<file path="config.mk">
export PLATFORM = sky130hd
export DESIGN_NAME = poi_cordic_cell
export DESIGN_NICKNAME = d
export VERILOG_FILES = /design/src/hdl/poi_pkg.sv /design/src/hdl/poi_cordic_cell.sv
export SDC_FILE = /design/constraint.sdc
export NUM_CORES = 1
export LEC_CHECK = 0
export BUFFER_PORTS_ARGS = -buffer_cell sky130_fd_sc_hd__buf_2
export CAP_MARGIN = 5
export CORE_MARGIN = 2
export CORE_UTILIZATION = 38
export DETAILED_ROUTE_END_ITERATION = 8
export PLACE_DENSITY = 0.57
export SETUP_SLACK_MARGIN = 0.15
export SYNTH_ARGS = -nofsm -noshare
export SYNTH_HDL_FRONTEND = slang
export SYNTH_SLANG_ARGS = --single-unit
</file>
<file path="constraint.sdc">
create_clock -name clock -period 2.42 [get_ports clock]
set_input_delay 0 -clock clock [delete_from_list [all_inputs] [get_ports clock]]
set_output_delay 0 -clock clock [all_outputs]
set_load 0.03 [all_outputs]
</file>
<file path="src/hdl/poi_pkg.sv">
// ----------------------------------------------------------------------------
// Planar odometry integrator package
// Shared types, constants and the CORDIC arctangent table.
// ----------------------------------------------------------------------------
`default_nettype none

package poi_pkg;

   localparam int CordicWidth = 34;
   localparam logic [23:0] DtMax = 24'hFFFFFF;
   localparam logic [21:0] TurnConst = 22'd2670178;
   localparam logic signed [CordicWidth-1:0] CordicXInit = 34'sd652032874;
   localparam logic [23:0] QuarterTurn = 24'h400000;

   typedef struct packed {
      logic valid;
      logic signed [CordicWidth-1:0] x;
      logic signed [CordicWidth-1:0] y;
      logic signed [CordicWidth-1:0] z;
   } cordic_bus_type;

   function automatic logic [31:0] atan_entry(input logic [4:0] idx);
      logic [31:0] r;
      case (idx)
         5'd0: r = 32'h20000000;
         5'd1: r = 32'h12E4051E;
         5'd2: r = 32'h09FB385B;
         5'd3: r = 32'h051111D4;
         5'd4: r = 32'h028B0D43;
         5'd5: r = 32'h0145D7E1;
         5'd6: r = 32'h00A2F61E;
         5'd7: r = 32'h00517C55;
         5'd8: r = 32'h0028BE53;
         5'd9: r = 32'h00145F2F;
         5'd10: r = 32'h000A2F98;
         5'd11: r = 32'h000517CC;
         5'd12: r = 32'h00028BE6;
         5'd13: r = 32'h000145F3;
         5'd14: r = 32'h0000A2FA;
         5'd15: r = 32'h0000517D;
         5'd16: r = 32'h000028BE;
         5'd17: r = 32'h0000145F;
         5'd18: r = 32'h00000A30;
         5'd19: r = 32'h00000518;
         5'd20: r = 32'h0000028C;
         5'd21: r = 32'h00000146;
         5'd22: r = 32'h000000A3;
         5'd23: r = 32'h00000051;
         5'd24: r = 32'h00000029;
         5'd25: r = 32'h00000014;
         5'd26: r = 32'h0000000A;
         5'd27: r = 32'h00000005;
         5'd28: r = 32'h00000003;
         5'd29: r = 32'h00000001;
         5'd30: r = 32'h00000001;
         default: r = 32'h00000000;
      endcase
      return r;
   endfunction

endpackage

`default_nettype wire

</file>
<file path="src/hdl/poi_cordic_cell.sv">
// ----------------------------------------------------------------------------
// CORDIC rotation cell
// One registered micro-rotation with a fixed shift, passed on every cycle.
// ----------------------------------------------------------------------------
`default_nettype none

module poi_cordic_cell #(
   parameter int IDX = 0
) (
   input  wire logic clock,
   input  wire logic reset,
   input  wire poi_pkg::cordic_bus_type bus_in,
   output poi_pkg::cordic_bus_type bus_ff
);
   import poi_pkg::*;

   logic signed [CordicWidth-1:0] dx;
   logic signed [CordicWidth-1:0] dy;
   logic signed [CordicWidth-1:0] t;
   cordic_bus_type bus_in_next;

   always_comb begin
      dx = bus_in.y >>> IDX;
      dy = bus_in.x >>> IDX;
      t = $signed({2'b00, atan_entry(5'(IDX))});
      bus_in_next.valid = bus_in.valid;
      if (!bus_in.z[CordicWidth-1]) begin
         bus_in_next.x = bus_in.x - dx;
         bus_in_next.y = bus_in.y + dy;
         bus_in_next.z = bus_in.z - t;
      end else begin
         bus_in_next.x = bus_in.x + dx;
         bus_in_next.y = bus_in.y - dy;
         bus_in_next.z = bus_in.z + t;
      end
   end

   always_ff @(posedge clock) begin
      if (reset) begin
         bus_ff.valid <= 1'b0;
      end else begin
         bus_ff.valid <= bus_in_next.valid;
      end
      bus_ff.x <= bus_in_next.x;
      bus_ff.y <= bus_in_next.y;
      bus_ff.z <= bus_in_next.z;
   end

endmodule

`default_nettype wire

</file>
==> results.yml <==
synth:
  synth_top_family_by_area: "compound AO/OA/AOI/OAI gates"
  async_flop_share_pct: 0
  ys_seq_elements: 102
  synthesis.area_mm2: 0.00843
  synth_edf_count: 0
  synth_mux_area_share_pct: 1.23
  yosysWarningCount: 0
  syn_area_per_cell_um2: 7.99
  yosys.area_share.simple_pct: 14.2
  yosysSeqAreaShare_pct: 24.2
  synth_compound_area_share_pct: 29.4
  syn-instance-count: 1055
  synth_xor_area_share_pct: 6.75
  synth_fa_ha_area_share_pct: 16.1
  synth_ff_type: "dfxtp_1"
  synth_nets: 1266
  yosys.cell_types.count: 81
route:
  ant_nets: 0
  avgRoutedWirePerCell_um: 17.1
  firstDrtPassIters: 5
  dr_total_vias: 9063
  vias_per_cell: 5.30
  drc: 0
  drt_iter0_markers: 720
  routed_wl_mm: 29.3
critical_path:
  endpoint_kind: "flop"
  cp_max_fo: 6
  crit_type: "input port to flop"
  cp.arrival_ns: 2.52
  crit_path_start_kind: "input port"
  worstPathRequired_ns: 2.72
placed_design:
  place_area_mm2: 0.0108
  hpwl_mm: 23.6
  portBuffers: 207
  gp_congestion: 0.918
pwr:
  p_per_area_mw_per_mm2: 591
  ir_drop_v: 0.000294
  p_leak_nw: 5.63
sta:
  setup_violations: 0
  max_clock_freq_ghz: 0.451
  worstMarginPinSlew_ns: 0.700
  hold_ws_ns: 0.0171
  final_hold_viol_count: 0
  post-route-period-util_pct: 91.5
  slew_viol_final: 0
  relSlewSlack_pct: 52.8
  period_minus_slack_ns: 2.22
  rsz0062_at_grt: "true"
clock_tree:
  h-tree-depth: 3
  clockBufferDepth: 2
  tritoncts: "yes"
  cts.sinks: 102
  cts_inserted_buffers: 9
  cts_root_buffer: "clkbuf_16"
  cts.clk_slew.worst_paths_ns: 0.09
final_layout:
  fin_nets: 1636
  final_common_cell: "buf_2"
  largest_reg_flops: 102
  layout-drive-gt1-share_pct: 31.0
  area_growth_syn_to_layout_pct: 37.4
  antenna_cells: 0
  fin_area_mm2: 0.0116
  top_register: "bus_ff"
  layout_common_cells: "buf_2, buf_4, a21oi_1, dfxtp_1, ha_1"
  reg_top3: "bus_ff x102"
die:
  dieArea_mm2: 0.0234
  core_area_mm2: 0.0218
  io_pins: 208
  fp.dieH_um: 153
  die_x_um: 153
  rows: 54
  start_util_pct: 38.6
grt:
  grt_pass1_wl_mm: 45.7
  first_global_vias: 8738
  grt_antenna_before_repair: 0
  grt_overflow: 0
  grt_usage_pct: 24.2
  grt_max_degree: 86
job:
  maxCapViolCount: 0
outcome:
  run_status: "complete, no violations"
min_path:
  hold_class: "input port to flop"
[critical path, cell delays in order]
cell and delay [ns]:
buf_2 0.10, inv_1 0.04, ha_1 0.35, or3_1 0.43, or3_1 0.37, a21oi_4 0.19, o2111ai_2 0.17, a21oi_4 0.28
o21ai_2 0.10, a31oi_1 0.32, xnor2_1 0.15
[Yosys cell counts (4+ instances only)]
library cell	instances	area, µm²
a211oi_1	10	75.1
o21a_1	9	67.6
a311o_1	5	50.1
a21o_1	32	240
a31oi_1	7	43.8
clkbuf_1	18	67.6
fa_1	4	80.1
mux2i_1	7	70.1
and2_1	4	25.0
ha_1	102	1280
nor2b_1	16	100
nand2b_1	12	75.1
xnor2_1	59	517
buf_4	9	67.6
nor2_1	75	282
nand3_1	10	50.1
xor2_1	6	52.6
a21oi_1	121	606
nor3_1	19	95.1
o21ai_0	66	330
a221oi_1	6	52.6
o21bai_1	25	188
inv_1	100	375
o31ai_1	12	90.1
and3_1	8	50.1
a22oi_1	5	37.5
o211ai_1	12	90.1
nand4_1	10	62.6
or3_1	5	31.3
o21ai_1	13	65.1
dfxtp_1	102	2040
buf_6	6	67.6
nand2_1	52	195
nor4_1	11	68.8
or4_1	5	37.5
buf_2	15	75.1
[repair_timing]
item | 4_1_cts | 5_1_grt
endpoints found under the hold margin | 35 | 0
endpoints found under the setup margin | 1 | 26
hold buffers | 35 | 0
resized for setup | 2 | 24
buffers inserted | 0 | 1
pin swaps | 1 | 8
[cells by family after synthesis]
| family | Yosys count |
|---|---|
| adders and majority gates | 106 |
| DFF | 102 |
| buffers and inverters | 154 |
| AOI/OAI and AO/OA | 375 |
| muxes | 10 |
| xor gates and xnor gates | 65 |
| and+or+nand+nor | 243 |
[report_power, final]
part / switching (mW) / leakage [nW] / internal, mW / total (mW)
combinational: 1.98 / 4.62 / 1.23 / 3.21
clock: 0.809 / 0.150 / 0.745 / 1.55
sequential: 0.0931 / 0.861 / 1.98 / 2.08
[routing by layer]
| metal | track usage, % | up-vias | wire (µm) |
|---|---|---|---|
| met5 | 0 | - | 0 |
| met1 | 32.4 | 4142 | 13100 |
| met3 | 3.60 | 60 | 1970 |
| met4 | 8.33 | 0 | 876 |
| met2 | 40.0 | 407 | 13300 |
| li1 | - | 4454 | - |
[path summary, 6_finish.rpt]
| kind | from | end | slack, ns | cells past startpoint |
|---|---|---|---|---|
| hold / removal | bus_in[31] | bus_ff[31] | 0.02 | 3 |
| setup / recovery | bus_in[40] | bus_ff[94] | 0.20 | 11 |
[through the flow]
| stage | std cells | setup WS [ns] | total power [mW] | setup TNS, ns | utilization (%) |
|---|---|---|---|---|---|
| after floorplan | 1055 | 0.234 | 4.05 | 0 | - |
| after global placement | 1658 | -0.370 | 5.21 | -2.44 | 49.5 |
| after detailed placement | 1658 | -0.400 | 5.21 | -2.82 | 49.5 |
| after CTS | 1709 | 0.161 | 6.82 | 0 | 52.5 |
| after global routing | 1710 | 0.0664 | 7.20 | 0 | 53.1 |
| final | 1710 | 0.205 | 6.84 | 0 | 53.1 |
[layout make-up]
class	instances	area [µm²]
clock buffer	9	225
clock inverter	7	81.3
fill	2168	10200
inverter	105	397
multi-input combinational	799	5830
sequential	102	2040
tap	280	350
timing repair buffer	408	2660
(Power assumes the default switching activity.)
